$ cat src/sv/overwriting_sequenced_message_ring_macros.svh
// Assertion macros used by the message ring top module.
`ifndef OVERWRITING_SEQUENCED_MESSAGE_RING_MACROS_SVH
`define OVERWRITING_SEQUENCED_MESSAGE_RING_MACROS_SVH

// Same-cycle implication, checked outside reset.
`define OMSR_ASSERT_IMPL(label, clk, rst_n, ante, cons, msg) \
	label: assert property (@(posedge clk) disable iff (!rst_n) (ante) |-> (cons)) \
		else $error(msg);

// Next-cycle implication, checked outside reset.
`define OMSR_ASSERT_NEXT(label, clk, rst_n, ante, cons, msg) \
	label: assert property (@(posedge clk) disable iff (!rst_n) (ante) |=> (cons)) \
		else $error(msg);

`endif

$ cat src/sv/omsr_pkg.sv
// Types and codes shared by the message ring modules.
package omsr_pkg;

	localparam logic [1:0] OP_ADD   = 2'd0;
	localparam logic [1:0] OP_PEEK  = 2'd1;
	localparam logic [1:0] OP_DUMP  = 2'd2;
	localparam logic [1:0] OP_CLEAR = 2'd3;

	// Bit positions of the one-hot command kind.
	localparam int K_ADD   = 0;
	localparam int K_PEEK  = 1;
	localparam int K_DUMP  = 2;
	localparam int K_CLEAR = 3;

	localparam int NUM_KINDS = 4;
	localparam int CW = 48;

	typedef struct packed {
		logic [1:0]    operation;
		logic [31:0]   entry_data;
		logic [15:0]   client_tag;
		logic [CW-1:0] message_number;
	} req_t;

	typedef struct packed {
		logic          entry_valid;
		logic [31:0]   entry_word;
		logic [15:0]   entry_client;
		logic [CW-1:0] total_count;
		logic [CW-1:0] last_read_number;
		logic          last_of_run;
	} rsp_t;

	typedef struct packed {
		logic [NUM_KINDS-1:0] kind;
		logic [31:0]          data;
		logic [15:0]          tag;
		logic [CW-1:0]        number;
	} cmd_t;

endpackage

$ cat src/sv/omsr_front.sv
// Front end: decodes each request word and holds it in a two-entry command queue.
module omsr_front (
	input  logic              clk,
	input  logic              arst_n,
	input  logic              req_valid,
	output logic              req_stall,
	input  omsr_pkg::req_t    req,
	output logic              head_valid,
	output omsr_pkg::cmd_t    head_cmd,
	input  logic              pop
);

	localparam logic [1:0] QD = 2'd2;

	omsr_pkg::cmd_t queue_q [2];
	omsr_pkg::cmd_t dec;
	logic           wr_ptr_q;
	logic           rd_ptr_q;
	logic [1:0]     count_q;
	logic           push;
	logic           take;

	always_comb begin
		dec = '0;
		dec.data = req.entry_data;
		dec.tag = req.client_tag;
		dec.number = req.message_number;
		case (req.operation)
			omsr_pkg::OP_ADD:   dec.kind[omsr_pkg::K_ADD] = 1'b1;
			omsr_pkg::OP_PEEK:  dec.kind[omsr_pkg::K_PEEK] = 1'b1;
			omsr_pkg::OP_DUMP:  dec.kind[omsr_pkg::K_DUMP] = 1'b1;
			default:            dec.kind[omsr_pkg::K_CLEAR] = 1'b1;
		endcase
	end

	assign req_stall = (count_q == QD);
	assign head_valid = (count_q != 2'd0);
	assign head_cmd = queue_q[rd_ptr_q];
	assign push = req_valid & ~req_stall;
	assign take = pop & head_valid;

	always_ff @(posedge clk) begin
		if (push) begin
			queue_q[wr_ptr_q] <= dec;
		end
	end

	always_ff @(posedge clk or negedge arst_n) begin
		if (!arst_n) begin
			wr_ptr_q <= 1'b0;
			rd_ptr_q <= 1'b0;
			count_q <= 2'd0;
		end else begin
			if (push) begin
				wr_ptr_q <= ~wr_ptr_q;
			end
			if (take) begin
				rd_ptr_q <= ~rd_ptr_q;
			end
			if (push && !take) begin
				count_q <= count_q + 2'd1;
			end else if (take && !push) begin
				count_q <= count_q - 2'd1;
			end
		end
	end

endmodule

$ cat src/sv/omsr_back.sv
// Back end: ring state, entry memory, one-read-per-cycle sequencer and result register.
module omsr_back #(
	parameter int DEPTH = 16
) (
	input  logic              clk,
	input  logic              arst_n,
	input  logic              head_valid,
	input  omsr_pkg::cmd_t    head_cmd,
	output logic              pop,
	output logic              rsp_valid,
	input  logic              rsp_stall,
	output omsr_pkg::rsp_t    rsp
);

	localparam int IW = (DEPTH > 1) ? $clog2(DEPTH) : 1;
	localparam int FW = $clog2(DEPTH + 1);
	localparam int CW = omsr_pkg::CW;
	localparam logic [FW-1:0] FULL = FW'(DEPTH);
	localparam logic [IW:0]   DEPTH_W = (IW + 1)'(DEPTH);
	localparam logic [IW-1:0] LAST_IDX = IW'(DEPTH - 1);

	logic [31:0]   word_mem [DEPTH];
	logic [15:0]   client_mem [DEPTH];

	logic [IW-1:0] oldest_q;
	logic [FW-1:0] fill_q;
	logic [CW-1:0] total_q;
	logic [FW-1:0] unread_q;
	logic [IW-1:0] cnt_q;

	logic          vld_s1;
	logic          ev_s1;
	logic          last_s1;
	logic [CW-1:0] total_s1;
	logic [CW-1:0] lrn_s1;
	logic [31:0]   word_s1;
	logic [15:0]   client_s1;

	omsr_pkg::rsp_t rsp_q;
	logic           rsp_vld_q;

	logic          out_free;
	logic          s1_adv;
	logic          issue;
	logic [CW-1:0] diff;
	logic          hit;
	logic          full;
	logic          dump_last;
	logic [FW-1:0] after;
	logic [IW:0]   k_sel;
	logic [IW:0]   slot_sum;
	logic [IW-1:0] slot;
	logic [IW-1:0] oldest_inc;
	logic [IW-1:0] oldest_n;
	logic [FW-1:0] fill_n;
	logic [CW-1:0] total_n;
	logic [FW-1:0] unread_n;
	logic [IW-1:0] cnt_n;
	logic          ev_n;
	logic          last_n;
	logic          do_write;
	logic          done;

	assign out_free = ~rsp_vld_q | ~rsp_stall;
	assign s1_adv = vld_s1 & out_free;
	assign issue = head_valid & (~vld_s1 | s1_adv);
	assign pop = issue & done;

	assign diff = total_q - head_cmd.number;
	assign hit = (diff != '0) && (diff <= CW'(fill_q));
	assign full = (fill_q == FULL);
	assign after = FW'(diff) - FW'(1);
	assign dump_last = (fill_q == '0) || ((FW'(cnt_q) + FW'(1)) == fill_q);
	assign oldest_inc = (oldest_q == LAST_IDX) ? '0 : oldest_q + IW'(1);

	// One offset from the oldest entry serves every access; < DEPTH unless a peek misses.
	always_comb begin
		if (head_cmd.kind[omsr_pkg::K_ADD]) begin
			k_sel = full ? '0 : (IW + 1)'(fill_q);
		end else if (head_cmd.kind[omsr_pkg::K_PEEK]) begin
			k_sel = (IW + 1)'(fill_q) - (IW + 1)'(diff);
		end else begin
			k_sel = (IW + 1)'(cnt_q);
		end
		slot_sum = {1'b0, oldest_q} + k_sel;
		slot = (slot_sum >= DEPTH_W) ? IW'(slot_sum - DEPTH_W) : slot_sum[IW-1:0];
	end

	always_comb begin
		oldest_n = oldest_q;
		fill_n = fill_q;
		total_n = total_q;
		unread_n = unread_q;
		cnt_n = cnt_q;
		ev_n = 1'b0;
		last_n = 1'b1;
		do_write = 1'b0;
		done = 1'b1;
		if (head_cmd.kind[omsr_pkg::K_ADD]) begin
			do_write = 1'b1;
			total_n = total_q + CW'(1);
			if (full) begin
				oldest_n = oldest_inc;
			end else begin
				fill_n = fill_q + FW'(1);
			end
			if (unread_q != FULL) begin
				unread_n = unread_q + FW'(1);
			end
		end else if (head_cmd.kind[omsr_pkg::K_PEEK]) begin
			ev_n = hit;
			if (hit && (unread_q > after)) begin
				unread_n = after;
			end
		end else if (head_cmd.kind[omsr_pkg::K_DUMP]) begin
			unread_n = '0;
			ev_n = (fill_q != '0);
			last_n = dump_last;
			done = dump_last;
			cnt_n = dump_last ? '0 : cnt_q + IW'(1);
		end else begin
			oldest_n = '0;
			fill_n = '0;
			total_n = '0;
			unread_n = '0;
		end
	end

	always_ff @(posedge clk) begin
		if (issue && do_write) begin
			word_mem[slot] <= head_cmd.data;
			client_mem[slot] <= head_cmd.tag;
		end
	end

	always_ff @(posedge clk) begin
		if (issue) begin
			word_s1 <= word_mem[slot];
			client_s1 <= client_mem[slot];
			ev_s1 <= ev_n;
			last_s1 <= last_n;
			total_s1 <= total_n;
			lrn_s1 <= total_n - CW'(unread_n);
		end
	end

	always_ff @(posedge clk or negedge arst_n) begin
		if (!arst_n) begin
			oldest_q <= '0;
			fill_q <= '0;
			total_q <= '0;
			unread_q <= '0;
			cnt_q <= '0;
			vld_s1 <= 1'b0;
		end else begin
			if (issue) begin
				oldest_q <= oldest_n;
				fill_q <= fill_n;
				total_q <= total_n;
				unread_q <= unread_n;
				cnt_q <= cnt_n;
				vld_s1 <= 1'b1;
			end else if (s1_adv) begin
				vld_s1 <= 1'b0;
			end
		end
	end

	always_ff @(posedge clk) begin
		if (s1_adv) begin
			rsp_q.entry_valid <= ev_s1;
			rsp_q.entry_word <= ev_s1 ? word_s1 : '0;
			rsp_q.entry_client <= ev_s1 ? client_s1 : '0;
			rsp_q.total_count <= total_s1;
			rsp_q.last_read_number <= lrn_s1;
			rsp_q.last_of_run <= last_s1;
		end
	end

	always_ff @(posedge clk or negedge arst_n) begin
		if (!arst_n) begin
			rsp_vld_q <= 1'b0;
		end else if (s1_adv) begin
			rsp_vld_q <= 1'b1;
		end else if (!rsp_stall) begin
			rsp_vld_q <= 1'b0;
		end
	end

	assign rsp_valid = rsp_vld_q;
	assign rsp = rsp_q;

endmodule

$ cat src/sv/overwriting_sequenced_message_ring.sv
// Overwriting message ring of DEPTH entries with add, peek, dump and clear commands.
// Request words enter a two-entry command queue and are carried out one at a time by a
// sequencer that owns the entry memory. Add, peek and clear each give one result; a
// dump gives one result per held entry (a single result when the ring is empty), read
// in turn through the single read port of the entry memory. A result passes a stage
// register and then the result register that drives the rsp port, and the queue keeps
// taking words while results wait to be taken, until both of its entries are held.
module overwriting_sequenced_message_ring #(
	parameter int DEPTH = 16
) (
	input  logic              clk,
	input  logic              arst_n,
	input  logic              req_valid,
	output logic              req_stall,
	input  omsr_pkg::req_t    req,
	output logic              rsp_valid,
	input  logic              rsp_stall,
	output omsr_pkg::rsp_t    rsp
);

	`include "overwriting_sequenced_message_ring_macros.svh"

	logic           head_valid;
	omsr_pkg::cmd_t head_cmd;
	logic           pop;

	omsr_front u_front (
		.clk        (clk),
		.arst_n     (arst_n),
		.req_valid  (req_valid),
		.req_stall  (req_stall),
		.req        (req),
		.head_valid (head_valid),
		.head_cmd   (head_cmd),
		.pop        (pop)
	);

	omsr_back #(
		.DEPTH (DEPTH)
	) u_back (
		.clk        (clk),
		.arst_n     (arst_n),
		.head_valid (head_valid),
		.head_cmd   (head_cmd),
		.pop        (pop),
		.rsp_valid  (rsp_valid),
		.rsp_stall  (rsp_stall),
		.rsp        (rsp)
	);

	`OMSR_ASSERT_IMPL(a_kind_onehot, clk, arst_n, head_valid, $onehot(head_cmd.kind), "queued command kind is not one-hot")
	`OMSR_ASSERT_IMPL(a_pop_nonempty, clk, arst_n, pop, head_valid, "command popped from an empty queue")
	`OMSR_ASSERT_IMPL(a_empty_entry_zero, clk, arst_n, rsp_valid && !rsp.entry_valid, (rsp.entry_word == '0) && (rsp.entry_client == '0), "result without entry carries entry bits")
	`OMSR_ASSERT_NEXT(a_full_holds, clk, arst_n, req_stall && !pop, req_stall, "queue lost an entry without a pop")

endmodule

$ cat config.mk
export PLATFORM = sky130hd
export DESIGN_NAME = overwriting_sequenced_message_ring
export DESIGN_NICKNAME = d
export VERILOG_FILES = /design/src/sv/omsr_pkg.sv /design/src/sv/omsr_front.sv /design/src/sv/omsr_back.sv /design/src/sv/overwriting_sequenced_message_ring.sv
export VERILOG_INCLUDE_DIRS = /design/src /design/src/sv
export SDC_FILE = /design/constraint.sdc
export NUM_CORES = 1
export LEC_CHECK = 0
export BUFFER_PORTS_ARGS = -buffer_cell sky130_fd_sc_hd__buf_4
export CAP_MARGIN = 5
export CORE_MARGIN = 5
export CORE_UTILIZATION = 30
export DETAILED_ROUTE_END_ITERATION = 10
export PLACE_DENSITY_LB_ADDON = 0.08
export SKIP_LAST_GASP = 1
export SLEW_MARGIN = 40
export SYNTH_ARGS = -nofsm -noshare
export SYNTH_HDL_FRONTEND = slang
export SYNTH_SLANG_ARGS = --single-unit
$ cat constraint.sdc
create_clock -name clk -period 12.5 [get_ports clk]
set_input_delay 1.875 -clock clk [delete_from_list [all_inputs] [get_ports clk]]
set_output_delay 1.875 -clock clk [all_outputs]
set_load 0.05 [all_outputs]
# Word-level counts from Yosys, hierarchy flattened
# Memory sizes are Yosys's and may differ from the RTL's. A register that Yosys moved wholly into a read port is not among the register bits.
# Index checks and enable logic that the tools add are counted.
[word_totals]
memories = 3
ramBits = 968
output_inout_bits = 148
inputBits = 102
register_bits = 316
[op_classes]
n_bitwise = 15
reduce_logical = 19
n_mux = 41
n_eq_ne = 12
add_sub_neg = 14
order_cmp = 3
[mem_list]
columns = ["memory", "words", "word_bits", "rd", "rd_clocked_by_memory_dff", "write_ports", "line_no", "text"]
rows = [
  ["u_back.word_mem", 16, 32, 1, 1, 1, "omsr_back.sv:22", "logic [31:0] word_mem [DEPTH];"],
  ["u_back.client_mem", 16, 16, 1, 1, 1, "omsr_back.sv:23", "logic [15:0] client_mem [DEPTH];"],
  ["u_front.queue_q", 2, 100, 1, 0, 1, "omsr_front.sv:15", "omsr_pkg::cmd_t queue_q [2];"],
]
[op_table]
columns = ["op", "n"]
rows = [
  ["two-way mux 48 bit", 3],
  ["two-way mux 5 bit", 11],
  ["adder 48 x 1 -> 48 bit (second input constant)", 1],
  ["<= comparator 48 x 5 -> 1 bit", 1],
  ["nonzero test 48 bit", 1],
  ["subtractor 48 bit", 1],
  ["subtractor 48 x 5 -> 48 bit", 1],
  ["two-way mux 4 bit", 7],
  ["two-way mux 1 bit", 18],
  ["AND reduction 4 bit", 3],
  ["adder 5 x 1 -> 5 bit (second input constant)", 2],
  ["adder 4 x 1 -> 4 bit (second input constant)", 2],
  ["inverter 1 bit", 8],
  ["inequality test 2 bit (second input constant)", 3],
  ["nonzero test 2 bit", 3],
  ["adder 4 x 1 -> 5 bit (second input constant)", 1],
  ["adder 4 x 5 -> 5 bit", 1],
  ["AND 1 bit", 5],
  ["== test 5 bit", 1],
  ["== test 5 bit (second input constant)", 1],
  [">= comparator 5 bit (second input constant)", 1],
  ["greater-than comparator 5 bit", 1],
  ["logical AND 1 bit", 5],
  ["logical NOT 5 bit", 1],
  ["17 further kinds", 22],
]

# Logic depth before layout (Yosys ltp)
[logic_depth]
depth_word = 11
ltp_mapped = 33
mapped_depth_nobuf = 30

# Hierarchy
# A second synthesis with hierarchy kept.
[unflattened]
cells_unflattened = 3185
hier_area_um2 = 55539.5
[modules_own_cells]
columns = ["mod", "instances", "area_per_inst_um2", "cells_each"]
rows = [
  ["omsr_back", 1, 47653.2, 2851],
  ["omsr_front", 1, 7886.3, 334],
]

# Worst setup path after synthesis
# OpenSTA, ideal clock, no wires.
[synth_path]
kind = "input port to flip-flop"
start = "input port rsp_stall"
end = "register u_back.rsp_q, in the netlist u_back.rsp[0] (enable)"
arrival_time_ns = 12.417
setup_slack_ns = -0.789
required_time_ns = 11.627
setup_time_ns = 0.873
stages = 1
cell_sequence = "a21boi_0"
[synth_via]
elab_chain_cells = 3
[synth_lines]
columns = ["item", "line_no", "text"]
rows = [
  ["start, declared", "overwriting_sequenced_message_ring.sv:17", "input logic rsp_stall,"],
  ["inverter 1 bit", "omsr_back.sv:64", "assign out_free = ~rsp_vld_q | ~rsp_stall;"],
  ["OR 1 bit", "omsr_back.sv:64", ""],
  ["AND 1 bit", "omsr_back.sv:65", "assign s1_adv = vld_s1 & out_free;"],
  ["end, declared", "omsr_back.sv:39", "omsr_pkg::rsp_t rsp_q;"],
]
# Every way passes these cells.
# A chain may end at the register's enable or synchronous reset.

# Worst setup path in the final report
[layout_path]
start = "register u_front.rd_ptr_q"
end = "register u_back.lrn_s1[47] (data pin)"
[layout_via]
elab_chain_cells = 9
elab_cells_between_ends = 15
cone_classes = "add/sub (3); order compare (2); mux (6); reduce/logical (3); memory (1)"
[layout_lines]
columns = ["item", "line_no", "text"]
rows = [
  ["start, declared", "omsr_front.sv:18", "logic rd_ptr_q;"],
  ["start signal, assigned", "omsr_front.sv:58", "rd_ptr_q <= ~rd_ptr_q;"],
  ["memory (2 x 100 bit) (*)", "--", ""],
  ["subtractor 48 bit", "omsr_back.sv:69", "assign diff = total_q - head_cmd.number;"],
  ["<= comparator 48 x 5 -> 1 bit, or another cell as far along", "omsr_back.sv:70", "assign hit = (diff != '0) && (diff <= CW'(fill_q));"],
  ["logical AND 1 bit / greater-than comparator 5 bit (equally long branches)", "omsr_back.sv:70, omsr_back.sv:112", ""],
  ["logical AND 1 bit", "omsr_back.sv:112", "if (hit && (unread_q > after)) begin"],
  ["two-way mux 5 bit", "omsr_back.sv:112", ""],
  ["two-way mux 5 bit", "omsr_back.sv:110", "end else if (head_cmd.kind[omsr_pkg::K_PEEK]) begin"],
  ["two-way mux 5 bit", "omsr_back.sv:99", "if (head_cmd.kind[omsr_pkg::K_ADD]) begin"],
  ["subtractor 48 x 5 -> 48 bit (*)", "omsr_back.sv:143", "lrn_s1 <= total_n - CW'(unread_n);"],
  ["end signal, assigned", "omsr_back.sv:143", ""],
  ["end, declared", "omsr_back.sv:35", "logic [CW-1:0] lrn_s1;"],
]
# Every way passes the cells marked *; elsewhere a longest branch is shown, timed or not.

==> flow_summary.json <==
{
  "ff_latch_area_sq_um": 39600,
  "tns_ns": 0,
  "syn2layout_area_growth_pct": 18.2,
  "wirelength_um": 155000,
  "status": "finished clean",
  "synth-main-ff-cell": "edfxtp_1",
  "critPathLaunchType": "flop",
  "yosysTopAreaCellShare_pct": 68.7,
  "rr_endpoint": "u_back.lrn_s1[47]$_DFFE_PP_",
  "ioPinCount": 250,
  "post_cts_resized": 0,
  "crit_type": "flop to flop",
  "grt_antenna_before_repair": 3,
  "cts_buffers": 156,
  "period_share_pct": 75.6,
  "clockBufferDepth": 3,
  "maxSlewHeadroom_pct": 43.2,
  "ys_ff_latch": 1330,
  "die-area_sq_um": 192000,
  "startpoint": "u_front.rd_ptr_q$_DFFE_PN0P_",
  "hold_buffers": 0,
  "grt_first_pass_wirelength_um": 225000,
  "required_ns": 13.00,
  "synthDistinctLibCells": 95,
  "drt-vias-per-instance": 4.89,
  "cp.depth": 26,
  "initial_core_util_pct": 30.1,
  "drc": 0,
  "finalSetupViolCount": 0,
  "clock_tree.root_cell": "clkbuf_16",
  "htreeDepth": 4,
  "hold_path_class": "flop to flop",
  "ys_seq_area_share_pct": 72.0,
  "placedCellCount": 5841,
  "worst-path-buf-inv": 1,
  "regToRegStartpoint": "u_front.rd_ptr_q$_DFFE_PN0P_",
  "cp.arrival_ns": 9.94,
  "critPathTopFamily": "simple AND/OR/NAND/NOR gates",
  "cts_tree": "yes",
  "dp_hpwl_um": 94400,
  "grt_pass1_vias": 31500,
  "reg2reg_depth": 26,
  "grtUsageTotal_pct": 16.0,
  "ys_top_cells_by_area": "edfxtp_1, mux4_2, dfrtp_1",
  "first_pass_iters": 5,
  "slowest_stage": "dfrtp_4",
  "fin_cells": 6123,
  "endpoint_kind": "flop",
  "most-common-layout-cells": "edfxtp_1, nand2_1, buf_4",
  "grt_max_degree": 107,
  "placementRows": 157,
  "finalHoldViolCount": 0,
  "tightestPinTransition_ns": 0.852,
  "nets": 3798,
  "yosys_warnings": 0,
  "rrSetupSlack_ns": 3.06,
  "drive_gt1_share_pct": 22.6,
  "fmax_ghz": 0.106,
  "die-width_um": 438,
  "vias": 29900,
  "netlist_area_sq_um": 55000,
  "first_iter_violations": 1740,
  "worstSetupEndpoint": "u_back.lrn_s1[47]$_DFFE_PP_",
  "final_common_cell": "edfxtp_1",
  "portBuffers": 249,
  "rsz0062_at_grt": "no",
  "synthCells": 3288,
  "overflow": 0,
  "finalClockSkew_ns": 0.0303,
  "ant_nets": 0,
  "multi_input_area_sq_um": 14900,
  "drv_slew": 0,
  "die_h_um": 438,
  "hp-start": "u_back.total_s1[25]$_DFFE_PP_",
  "maxCapViolations": 0,
  "slowest_delay_ns": 0.83,
  "min_period_ns": 9.44,
  "wl_per_cell_um": 25.4,
  "async_flop_share_pct": 5.41,
  "synth_edf_count": 1258,
  "fillerInstances": 17400,
  "synth.avg_cell_area_sq_um": 16.7,
  "post_cts_buffers": 0,
  "final_core_util_pct": 35.6,
  "coreArea_sq_um": 183000,
  "cts.sinks": 1330,
  "synth_area_leader_cell": "edfxtp_1",
  "insertion_delay_ns": 0.78,
  "place_congestion": 0.860,
  "syn_nets": 3472,
  "cp_max_fo": 38,
  "clk_pin_slew_ns": 0.06
}
[per-layer routing]
metal  track usage, %  wire length, um
met4             5.06             4670
met5                0                0
met2             28.5            79800
met1             20.1            66000
met3             2.47             4830
[cell type report]
type                            instances  area share (%)
Timing Repair Buffer                  312            3.79
Multi-Input combinational cell       1761            22.9
Clock inverter                         73            1.08
Inverter                               53           0.318
Sequential cell                      1330            60.9
Clock buffer                          206            6.41
Antenna cell                            3          0.0116
Tap cell                             2385            4.59
[worst min-delay path by stage]
stage / to / slack [ns] / cells after the start
3_5_place_dp: u_back.rsp[39]$_DFFE_PP_ / 0.40 / 0
5_1_grt: u_back.rsp[96]$_DFFE_PP_ / 0.42 / 0
4_1_cts: u_back.rsp[74]$_DFFE_PP_ / 0.41 / 0
6_report: u_back.rsp[74]$_DFFE_PP_ / 0.41 / 0
2_1_floorplan: u_back.rsp[0]$_DFFE_PP_ / 0.40 / 0
3_3_place_gp: u_back.rsp[46]$_DFFE_PP_ / 0.40 / 0
[flip-flops by register name (all words and copies together), names as in the netlist, 2 cells and up]
register,cells
u_front.count_q,2
u_back.client_mem,256
u_back.lrn_s1,48
u_back.word_s1,32
u_back.total_s1,48
u_back.cnt_q,4
u_front.queue_q,198
u_back.total_q,48
u_back.rsp,146
u_back.client_s1,16
u_back.oldest_q,4
u_back.word_mem,512
u_back.unread_q,5
u_back.fill_q,5
[synth_stat cells (16+ instances only)]
master / count
a211oi_1: 60
a21o_1: 16
a21oi_1: 86
a31oi_1: 59
and2_1: 102
and3_1: 20
buf_1: 24
clkbuf_1: 113
dfrtp_1: 72
edfxtp_1: 1258
ha_1: 78
inv_1: 53
mux2_2: 56
mux2i_1: 66
mux4_2: 192
nand2_1: 365
nand3_1: 52
nand4_1: 31
nor2_1: 100
nor3_1: 39
o211ai_1: 19
o21a_1: 17
o21ai_0: 88
o31ai_1: 19
xnor2_1: 59
xor2_1: 40
[metrics by stage]
stage	hold WS, ns	setup WS [ns]	instance area [sq um]
5_1_grt	0.421	2.46	65000
2_1_floorplan	0.400	3.07	55000
4_1_cts	0.409	3.01	64900
3_5_place_dp	0.405	3.02	60100
6_report	0.408	3.06	65000
3_3_place_gp	0.400	3.14	59900
[worst reg2reg max path, cell delays in order (launching register included)]
cell      delay [ns]
dfrtp_4         0.83
buf_4           0.70
mux2i_1         0.35
ha_1            0.31
a21oi_1         0.27
o21ai_0         0.29
or3_1           0.42
a31oi_1         0.54
o31ai_1         0.20
xor2_1          0.17
or4_1           0.53
a2111o_1        0.39
nor4_4          0.63
nor2_1          0.28
a211oi_1        0.30
ha_1            0.26
nor2b_1         0.13
o21ai_0         0.16
nand2b_1        0.11
a21o_1          0.19
a21o_1          0.26
or4_4           0.55
or4_4           0.62
nor2_8          0.19
nand3_4         0.11
nor4_2          0.31
xor2_1          0.09
[cells by family after synthesis]
group,share of synthesized area [%]
compound gates,5.29
xor+xnor,1.58
fa+ha+maj,1.92
buf+inv,1.40
flops,72.0
mux,10.3
simple gates,7.49
Power is left out: the tool's default activity adds up to more than one toggle a clock period on the data nets, which glitch-free logic cannot reach.
